<file path="config.mk">
export PLATFORM = sky130hd
export DESIGN_NAME = sorted_keyed_table_top
export DESIGN_NICKNAME = d
export VERILOG_FILES = /design/src/rtl/skt_pkg.sv /design/src/rtl/sorted_keyed_table_top.sv
export SDC_FILE = /design/constraint.sdc
export NUM_CORES = 1
export LEC_CHECK = 0
export BUFFER_PORTS_ARGS = -buffer_cell sky130_fd_sc_hd__buf_2
export CAP_MARGIN = 20
export CORE_MARGIN = 8
export CORE_UTILIZATION = 65
export DETAILED_ROUTE_END_ITERATION = 10
export HOLD_SLACK_MARGIN = 0.12
export PLACE_DENSITY = 0.83
export SLEW_MARGIN = 40
export SYNTH_ARGS = -nofsm -noshare
export SYNTH_HDL_FRONTEND = slang
export SYNTH_SLANG_ARGS = --single-unit
</file>
<file path="constraint.sdc">
create_clock -name clk -period 21.9 [get_ports clk]
set_input_delay 2.19 -clock clk [delete_from_list [all_inputs] [get_ports clk]]
set_output_delay 2.19 -clock clk [all_outputs]
set_load 0.05 [all_outputs]
</file>
<file path="src/rtl/skt_pkg.sv">
// ----------------------------------------------------------------------------
// skt_pkg: shared types and codes for the sorted keyed table
// Action and status codes, field widths and the slot record layout.
// ----------------------------------------------------------------------------
package skt_pkg;

  localparam int unsigned CAPACITY_DEF = 16;
  localparam int unsigned CODE_W       = 16;
  localparam int unsigned WEIGHT_W     = 16;
  localparam int unsigned COUNT_W      = 5;

  typedef logic [1:0] action_t;
  localparam action_t ACT_INSERT = 2'd0;
  localparam action_t ACT_REMOVE = 2'd1;
  localparam action_t ACT_LOOKUP = 2'd2;

  typedef logic [1:0] status_t;
  localparam status_t ST_OK       = 2'd0;
  localparam status_t ST_FULL     = 2'd1;
  localparam status_t ST_EMPTY    = 2'd2;
  localparam status_t ST_NOTFOUND = 2'd3;

  // One table slot: code, weight in hundredths, one-bit tag
  typedef struct packed {
    logic [CODE_W-1:0]   code;
    logic [WEIGHT_W-1:0] weight;
    logic                tag;
  } slot_t;

endpackage

</file>
<file path="src/rtl/sorted_keyed_table_top.sv">
// ----------------------------------------------------------------------------
// sorted_keyed_table_top: bounded table kept sorted by descending weight
// Insert, remove by code and look up by code, one slot per cycle through a
// slot memory with one read and one write port, with a summary of count,
// heaviest and lightest.
// ----------------------------------------------------------------------------
//
//   channel  | handshake           | payload
//   ---------+---------------------+------------------------------------------
//   input    | in_valid / in_stall | action, key_code, weight, tag
//   output   | out_valid/out_stall | status, found_weight, found_tag,
//            |                     | entry_count, heaviest_*, lightest_*
//
// The sequencer walks the slot memory one slot per cycle (one read, one
// write), then reads the first and last slots for the summary.
// Reset empties the table; slot contents are not cleared, only the count.
// in_stall is high while an item is in work; a stalled result is held in the
// output register while the next item is taken and worked on.
module sorted_keyed_table_top #(
  parameter int unsigned CAPACITY = skt_pkg::CAPACITY_DEF
) (
  input  logic                          clk,
  input  logic                          rst,
  input  logic                          in_valid,
  output logic                          in_stall,
  input  skt_pkg::action_t              action,
  input  logic [skt_pkg::CODE_W-1:0]    key_code,
  input  logic [skt_pkg::WEIGHT_W-1:0]  weight,
  input  logic                          tag,
  output logic                          out_valid,
  input  logic                          out_stall,
  output skt_pkg::status_t              status,
  output logic [skt_pkg::WEIGHT_W-1:0]  found_weight,
  output logic                          found_tag,
  output logic [skt_pkg::COUNT_W-1:0]   entry_count,
  output logic [skt_pkg::CODE_W-1:0]    heaviest_code,
  output logic [skt_pkg::WEIGHT_W-1:0]  heaviest_weight,
  output logic                          heaviest_tag,
  output logic [skt_pkg::CODE_W-1:0]    lightest_code,
  output logic [skt_pkg::WEIGHT_W-1:0]  lightest_weight,
  output logic                          lightest_tag
);
  import skt_pkg::*;

  localparam int unsigned IW = $clog2(CAPACITY);
  localparam int unsigned CW = $clog2(CAPACITY + 1);

  typedef logic [IW-1:0] idx_t;
  typedef logic [CW-1:0] cnt_t;

  localparam cnt_t CAP_CNT = cnt_t'(CAPACITY);

  typedef enum logic [3:0] {
    S_IDLE,
    S_INS_RD,
    S_INS_CHK,
    S_INS_PUT,
    S_SCAN_RD,
    S_SCAN_CHK,
    S_TAIL0,
    S_TAIL1,
    S_TAIL2,
    S_FIN
  } state_t;

  state_t  state;
  idx_t    ptr;
  cnt_t    count;
  logic    found;
  action_t op;
  slot_t   req;
  status_t res_status;
  logic [WEIGHT_W-1:0] res_fw;
  logic    res_ft;
  slot_t   heavy;
  slot_t   light;

  // Slot memory, one write and one registered read per cycle
  slot_t   mem [CAPACITY];
  slot_t   rd_q;
  idx_t    rd_addr;
  logic    wr_en;
  idx_t    wr_addr;
  slot_t   wr_data;

  logic    ins_move;
  logic    hit;
  logic    at_last;

  assign in_stall = (state != S_IDLE);

  assign ins_move = (rd_q.weight <= req.weight);
  assign hit      = (rd_q.code == req.code);
  assign at_last  = (cnt_t'(ptr) == count - 1'b1);

  // Pick read address: prefetch the next slot while the current one is checked
  always_comb begin
    case (state)
      S_INS_CHK:  rd_addr = ptr - 1'b1;
      S_SCAN_CHK: rd_addr = ptr + 1'b1;
      S_TAIL0:    rd_addr = '0;
      S_TAIL1:    rd_addr = idx_t'(count - 1'b1);
      default:    rd_addr = ptr;
    endcase
  end

  // Pick write: move a slot down on insert, up on remove, or place the new one
  always_comb begin
    wr_en   = 1'b0;
    wr_addr = ptr;
    wr_data = req;
    case (state)
      S_INS_CHK: begin
        wr_en   = 1'b1;
        wr_addr = ptr + 1'b1;
        wr_data = ins_move ? rd_q : req;
      end
      S_INS_PUT: begin
        wr_en = 1'b1;
      end
      S_SCAN_CHK: begin
        wr_en   = found && (op == ACT_REMOVE);
        wr_addr = ptr - 1'b1;
        wr_data = rd_q;
      end
      default: begin
        wr_en = 1'b0;
      end
    endcase
  end

  always_ff @(posedge clk) begin
    if (wr_en) begin
      mem[wr_addr] <= wr_data;
    end
    rd_q <= mem[rd_addr];
  end

  // Sequencer and output register
  always_ff @(posedge clk) begin
    if (rst) begin
      state     <= S_IDLE;
      count     <= '0;
      out_valid <= 1'b0;
    end else begin
      // Drop the result once it transfers, unless a new one loads this cycle
      if (out_valid && !out_stall && (state != S_FIN)) begin
        out_valid <= 1'b0;
      end
      case (state)
        S_IDLE: begin
          if (in_valid) begin
            op         <= action;
            req        <= '{code: key_code, weight: weight, tag: tag};
            found      <= 1'b0;
            res_status <= ST_OK;
            res_fw     <= '0;
            res_ft     <= 1'b0;
            ptr        <= '0;
            case (action)
              ACT_INSERT: begin
                if (count == CAP_CNT) begin
                  res_status <= ST_FULL;
                  state      <= S_TAIL0;
                end else if (count == '0) begin
                  state <= S_INS_PUT;
                end else begin
                  ptr   <= idx_t'(count - 1'b1);
                  state <= S_INS_RD;
                end
              end
              ACT_REMOVE, ACT_LOOKUP: begin
                if (count == '0) begin
                  res_status <= ST_EMPTY;
                  state      <= S_TAIL0;
                end else begin
                  state <= S_SCAN_RD;
                end
              end
              default: begin
                state <= S_TAIL0;
              end
            endcase
          end
        end
        S_INS_RD: begin
          state <= S_INS_CHK;
        end
        // Walk up from the last slot, moving lighter-or-equal entries down
        S_INS_CHK: begin
          if (ins_move) begin
            if (ptr == '0) begin
              state <= S_INS_PUT;
            end else begin
              ptr <= ptr - 1'b1;
            end
          end else begin
            count <= count + 1'b1;
            state <= S_TAIL0;
          end
        end
        S_INS_PUT: begin
          count <= count + 1'b1;
          state <= S_TAIL0;
        end
        S_SCAN_RD: begin
          state <= S_SCAN_CHK;
        end
        // Walk down from slot zero; after a remove match, pull each slot up
        S_SCAN_CHK: begin
          if (!found && hit && (op == ACT_LOOKUP)) begin
            res_fw <= rd_q.weight;
            res_ft <= rd_q.tag;
            state  <= S_TAIL0;
          end else begin
            if (hit) begin
              found <= 1'b1;
            end
            if (at_last) begin
              if (found || hit) begin
                count <= count - 1'b1;
              end else begin
                res_status <= ST_NOTFOUND;
              end
              state <= S_TAIL0;
            end else begin
              ptr <= ptr + 1'b1;
            end
          end
        end
        S_TAIL0: begin
          state <= S_TAIL1;
        end
        S_TAIL1: begin
          heavy <= rd_q;
          state <= S_TAIL2;
        end
        S_TAIL2: begin
          light <= rd_q;
          state <= S_FIN;
        end
        // Hand the result to the output register once it is free
        S_FIN: begin
          if (!out_valid || !out_stall) begin
            out_valid    <= 1'b1;
            status       <= res_status;
            found_weight <= res_fw;
            found_tag    <= res_ft;
            entry_count  <= COUNT_W'(count);
            if (count == '0) begin
              heaviest_code   <= '0;
              heaviest_weight <= '0;
              heaviest_tag    <= 1'b0;
              lightest_code   <= '0;
              lightest_weight <= '0;
              lightest_tag    <= 1'b0;
            end else begin
              heaviest_code   <= heavy.code;
              heaviest_weight <= heavy.weight;
              heaviest_tag    <= heavy.tag;
              lightest_code   <= light.code;
              lightest_weight <= light.weight;
              lightest_tag    <= light.tag;
            end
            state <= S_IDLE;
          end
        end
        default: begin
          state <= S_IDLE;
        end
      endcase
    end
  end

  a_count_bound: assert property (@(posedge clk) disable iff (rst)
    count <= CAP_CNT)
    else $error("entry count above capacity");

  a_accept_starts: assert property (@(posedge clk) disable iff (rst)
    (state == S_IDLE) && in_valid |=> state != S_IDLE)
    else $error("accepted item did not start work");

  a_gap_close_in_range: assert property (@(posedge clk) disable iff (rst)
    (state == S_SCAN_CHK) && found |-> ptr != '0)
    else $error("gap close would write below slot zero");

  a_full_count: assert property (@(posedge clk) disable iff (rst)
    out_valid && (status == ST_FULL) |-> entry_count == COUNT_W'(CAPACITY))
    else $error("full status with table not full");

  a_found_zero: assert property (@(posedge clk) disable iff (rst)
    out_valid && (status != ST_OK) |-> (found_weight == '0) && !found_tag)
    else $error("found fields set on a failed request");

endmodule
</file>
; ---- Yosys cells after proc, flatten, opt, wreduce, memory -nomap -nowiden
; Memories as Yosys holds them, arrays and structs flattened. A register that Yosys moved wholly into a read port is not among the register bits.
; Index checks and enable logic that the tools add are counted.
[classes]
n_mux = 52
n_eq_ne = 31
magnitude_cmp = 1
addsub = 4
bitwise_logic = 1
n_reduce_logical = 30
[ops]
columns = op, n
row1 = $pmux W33 S2, 1
row2 = $mux W4, 14
row3 = $pmux W4 S10, 1
row4 = $mux W33, 1
row5 = $mux W16, 2
row6 = $pmux W16 S2, 1
row7 = $ne A2 B2 Y1 const B, 12
row8 = $mux W5, 4
row9 = $eq A16 B16 Y1, 1
row10 = $eq A4 B3 Y1 const B, 4
row11 = $le A16 B16 Y1, 1
row12 = $pmux W4 S2, 2
row13 = $pmux W4 S4, 1
row14 = $pmux W5 S3, 1
row15 = $mux W2, 7
row16 = $pmux W4 S3, 1
row17 = $mux W1, 10
row18 = $reduce_and A5 Y1, 2
row19 = $eq A4 B2 Y1 const B, 2
row20 = $eq A4 B4 Y1 const B, 2
row21 = $logic_not A4 Y1, 2
row22 = $pmux W2 S2, 2
row23 = $reduce_and A4 Y1, 2
row24 = $reduce_and A7 Y1, 1
row25 = 26 further kinds, 42
[word_totals]
regBits = 225
mem_count = 1
elab_cells = 148
input_bits = 39
ramBits = 528
out_inout_bits = 92
[memory_table]
columns = memory, depth, word_bits, read_ports, rd_ports_with_merged_regs, wr, line
row1 = mem, 16, 33, 1, 1, 1, sorted_keyed_table_top.sv:79  ; slot_t mem [CAPACITY];

; ---- Logic depth before layout (Yosys ltp)
[depth]
word_depth = 6
depth_mapped = 12

; ---- Least setup slack after synthesis
; No wires, ideal clock.
[synth_path]
path_kind = input to register
startpoint = input rst
endpoint = register entry_count[0] in the netlist's numbering (enable)
arrival_time_ps = 8984
setup_slack_ps = 12248
setup_time_ps = 668
cell_stages = 2
cell_sequence = clkbuf_1 > nor3b_1
[synth_between]
elab_chain_cells = 2
[synth_lines]
columns = item, line
row1 = from (decl), sorted_keyed_table_top.sv:23  ; input logic rst,
row2 = $not A1 Y1 (no line), n/a
row3 = $reduce_and A3 Y1 (no line), n/a
row4 = to (signal assigned), sorted_keyed_table_top.sv:249  ; entry_count <= COUNT_W'(count);
row5 = to (decl), sorted_keyed_table_top.sv:35  ; output logic [skt_pkg::COUNT_W-1:0] entry_count,
; Every way passes these cells.
; A chain may end at the register's enable or synchronous reset.

; ---- Worst setup path after layout
[layout_path]
startpoint = register state[2]
endpoint = output in_stall
[layout_between]
elab_chain_cells = 1
[layout_lines]
columns = item, line
row1 = from (decl), sorted_keyed_table_top.sv:66  ; state_t state;
row2 = from (signal assigned), sorted_keyed_table_top.sv:142  ; state <= S_IDLE;
row3 = from (signal assigned), sorted_keyed_table_top.sv:164  ; state <= S_TAIL0;
row4 = from (signal assigned), sorted_keyed_table_top.sv:166  ; state <= S_INS_PUT;
row5 = $reduce_bool A4 Y1, sorted_keyed_table_top.sv:90  ; assign in_stall = (state != S_IDLE);
row6 = to (decl), sorted_keyed_table_top.sv:25  ; output logic in_stall,
; Every way passes these cells.

==> summary.md <==
| Metric | Value |
|---|---|
| Simple-gate area share of the yosys netlist | 0.0637 |
| Syn_area_per_cell | between 15 and 20 µm² |
| CP Launch Type | flop |
| Fill count | 2661 |
| VDD IR max | roughly 0.13 mV |
| Vias per cell | between 6 and 7 |
| Routed via count | around 17000 |
| I/O Pins | roughly 130 |
| Status | finished clean |
| CTS Buf Count | between 70 and 80 |
| Post-synth top area share | 0.713 |
| DR pass1 iterations | 5 |
| Asr flop ratio synth | 0 |
| Global Route Usage Sum | 0.243 |
| CTS tree | done |
| Period utilization | 0.205 |
| Cell taking the most area after synthesis | edfxtp_1 |
| Sw Ratio | 0.354 |
| Synthesized instance count | between 1500 and 2000 |
| Setup violations, final | 0 |
| Post-Synth XOR/XNOR Area | 0.00784 |
| Antenna fix cells | 0 |
| CTS sink cnt | ~790 |
| Yosys reg bits | slightly below 800 |
| Tightest Pin Transition | between 0.8 and 0.9 ns |
| Minimum clock period | around 4.5 ns |
| CP max stage delay | 0.82 ns |
| Clock slew seen by the registers of the worst setup and hold paths | roughly 0.06 ns |
| Pint | roughly 3.4 mW |
| Pin count of the biggest net entering global routing | ~120 |
| Crit path max-delay family | flip-flops |
| Critical path type | reg -> out |
| DIE HEIGHT | about 240 µm |
| Die area | 0.0554 mm² |
| Clk pwr share | 0.246 |
| Post_cts resized | 0 |
| Worst Skew | ~0.02 ns |
| Worst path depth | 3 |
| Power after layout | roughly 5.2 mW |
| Setup TNS | 0 ns |
| Compound-gate portion of the synthesized area | 0.0540 |
| Adder-Cell Fraction of Synth Area | 0.00920 |
| Critical-path cell list | nor2_1, nand2_1, buf_2 |
| Leak pwr | roughly 12 nW |
| Relative slew slack | 0.449 |
| Cells on worst reg2reg path | 7 |
| Initial antenna violation count | 1 |
| # DRC | 0 |
| Largest family of logic cells by synthesized area | multiplexers |
| Hold Buf Count CTS | 0 |
| Hpwl dp | slightly below 40 mm |
| Mapped cell area | roughly 0.031 mm² |
| Yosys warning total | 0 |
| Vias in the first global route | ~17000 |
| First-pass GRT wire length | just over 100 mm |
| Core Area | about 0.048 mm² |
| CP required | ~20 ns |
| Buf+Inv Stages, Crit Path | 1 |
| Net Sw Power | between 1.5 and 2 mW |
| PD cells | between 100 and 150 mW/mm² |
| Hold Crit Class | reg -> reg |
| Comb power frac | 0.347 |
| Crit. End Element | primary output |
| Commonest non-fill, non-tap cell in the layout | edfxtp_1 |
| Max Clk Rate | ~0.22 GHz |
| PortBufs | 130 |
| WHS Path Cells | 0 |
| CP arrival | ~2.3 ns |
| Initial Util | 0.657 |
| Starting DRT DRC Count | roughly 1800 |
| Cell variety after synth | 70 |
| FP Rows | 80 |
| Slew Limit Fails | 0 |
| Sequential area share after synthesis | 0.741 |
| Crit path max fanout | 22 |
| Syn-to-layout area delta | 12.3% |
| CP max-delay cell | dfxtp_1 |
| WL per Instance | 25.6 µm |
| Mux cell area share after synthesis | 0.103 |
| Htree depth | 3 |
| Commonest non-fill, non-tap cells in the layout | 743 x edfxtp_1, 165 x nand2_1, 133 x mux2i_1 |
| Clock latency on the worst-skew pair | about 0.61 ns |
| Most area-consuming cells after synthesis | edfxtp_1 71%, mux2_2 4.8%, mux2i_1 4.3% |
| Gp weighted congestion | approximately 0.87 |
| Post-synth EDFFs | 743 |
| Root buffer cell | clkbuf_16 |
| Clock buffer depth | 3 |
| Grt ovf | 0 |
| Final nets | a little over 2000 |
| Post-DRT Antenna Nets | 0 |
| Top_reg_cell synth | edfxtp_1 |
| Buffer count from post-CTS setup fixing | 0 |
| Final WL | just under 70 mm |
| Final Hold Viols | 0 |
| Die X | around 240 µm |
| Share of cells above drive strength 1 | 0.230 |
| Synth Net Count | 1932 |
| Sequential power share | 0.407 |
| RSZ-0062 raised after global routing | false |
| Max_cap viols | 0 |
layout make-up:
type | count | area (µm²) | share of cell area
clock buffers | 106 | 2140 | 0.0608
inverters | 27 | 101 | 0.00288
well taps | 615 | 769 | 0.0219
clock inverters | 32 | 328 | 0.00933
multi-input cells | 955 | 7660 | 0.218
flip-flops and latches | 786 | 23200 | 0.659
repair buffers | 165 | 978 | 0.0278
final timing paths:
path	slack (ns)	to	start
max	17.42	in_stall	state[2]
min	0.42	found_weight[14]	res_fw[14]
max reg2reg	17.71	mem[1][14]	state[2]
min reg2reg	0.42	found_weight[14]	res_fw[14]
synthesized netlist by cell type (7+ instances only):
library cell and count:
a21oi_1 17, and2_1 19, buf_2 32, buf_4 15, buf_6 8, clkbuf_1 42
dfxtp_1 43, edfxtp_1 743, ha_1 23, inv_1 26, mux2_1 37, mux2_2 132
mux2i_1 133, nand2_1 165, nand4_1 42, nor2_1 50, nor2b_1 73, nor3_1 9
nor4_1 7, o211ai_1 114, o211ai_2 20, o21ai_0 11, xnor2_1 24
routing by layer:
| metal | vias to the layer above | track usage | routed length [µm] |
|---|---|---|---|
| li1 | 7470 | - | - |
| met1 | 8433 | 0.315 | 26200 |
| met2 | 911 | 0.398 | 33600 |
| met3 | 148 | 0.0500 | 6630 |
| met4 | 0 | 0.107 | 2410 |
| met5 | - | 0 | 0 |
power by group through the flow:
| stage | combinational [mW] | clock (mW) | sequential [mW] |
|---|---|---|---|
| 5_1_grt | 1.94 | 1.35 | 2.13 |
| 3_5_place_dp | 1.76 | 0 | 2.15 |
| 3_3_place_gp | 1.69 | 0 | 2.13 |
| 2_1_floorplan | 1.38 | 0 | 2.06 |
| 4_1_cts | 1.79 | 1.30 | 2.12 |
| 6_report | 1.81 | 1.28 | 2.12 |
cells by family (layout without fill, tap and decap cells):
family                     Yosys count  in the layout
and+or+nand+nor                    395            395
adders and majority gates           23             23
buffers and inverters              129            330
xor gates and xnor gates            28             28
DFF                                786            786
AOI/OAI and AO/OA                  207            207
muxes                              302            302
registers in the layout (all words and copies together) (netlist names), 5 cells and up:
signal / count
mem: 528
heavy: 33
light: 33
rd_q: 33
req: 33
found_weight: 16
heaviest_code: 16
heaviest_weight: 16
lightest_code: 16
lightest_weight: 16
res_fw: 16
count: 5
entry_count: 5
through the flow:
stage	std cells	setup slack, ns	hold slack (ns)	instance area, µm²	util
after global placement	2543	17.77	0.409	32600	0.683
after global routing	2686	17.29	0.424	35100	0.738
after detailed placement	2547	17.77	0.405	32700	0.685
after CTS	2685	17.42	0.426	35100	0.737
final	2686	17.42	0.419	35100	0.738
after floorplan	1870	12.25	0.400	31300	-
Power figures use the tool's default switching activity.
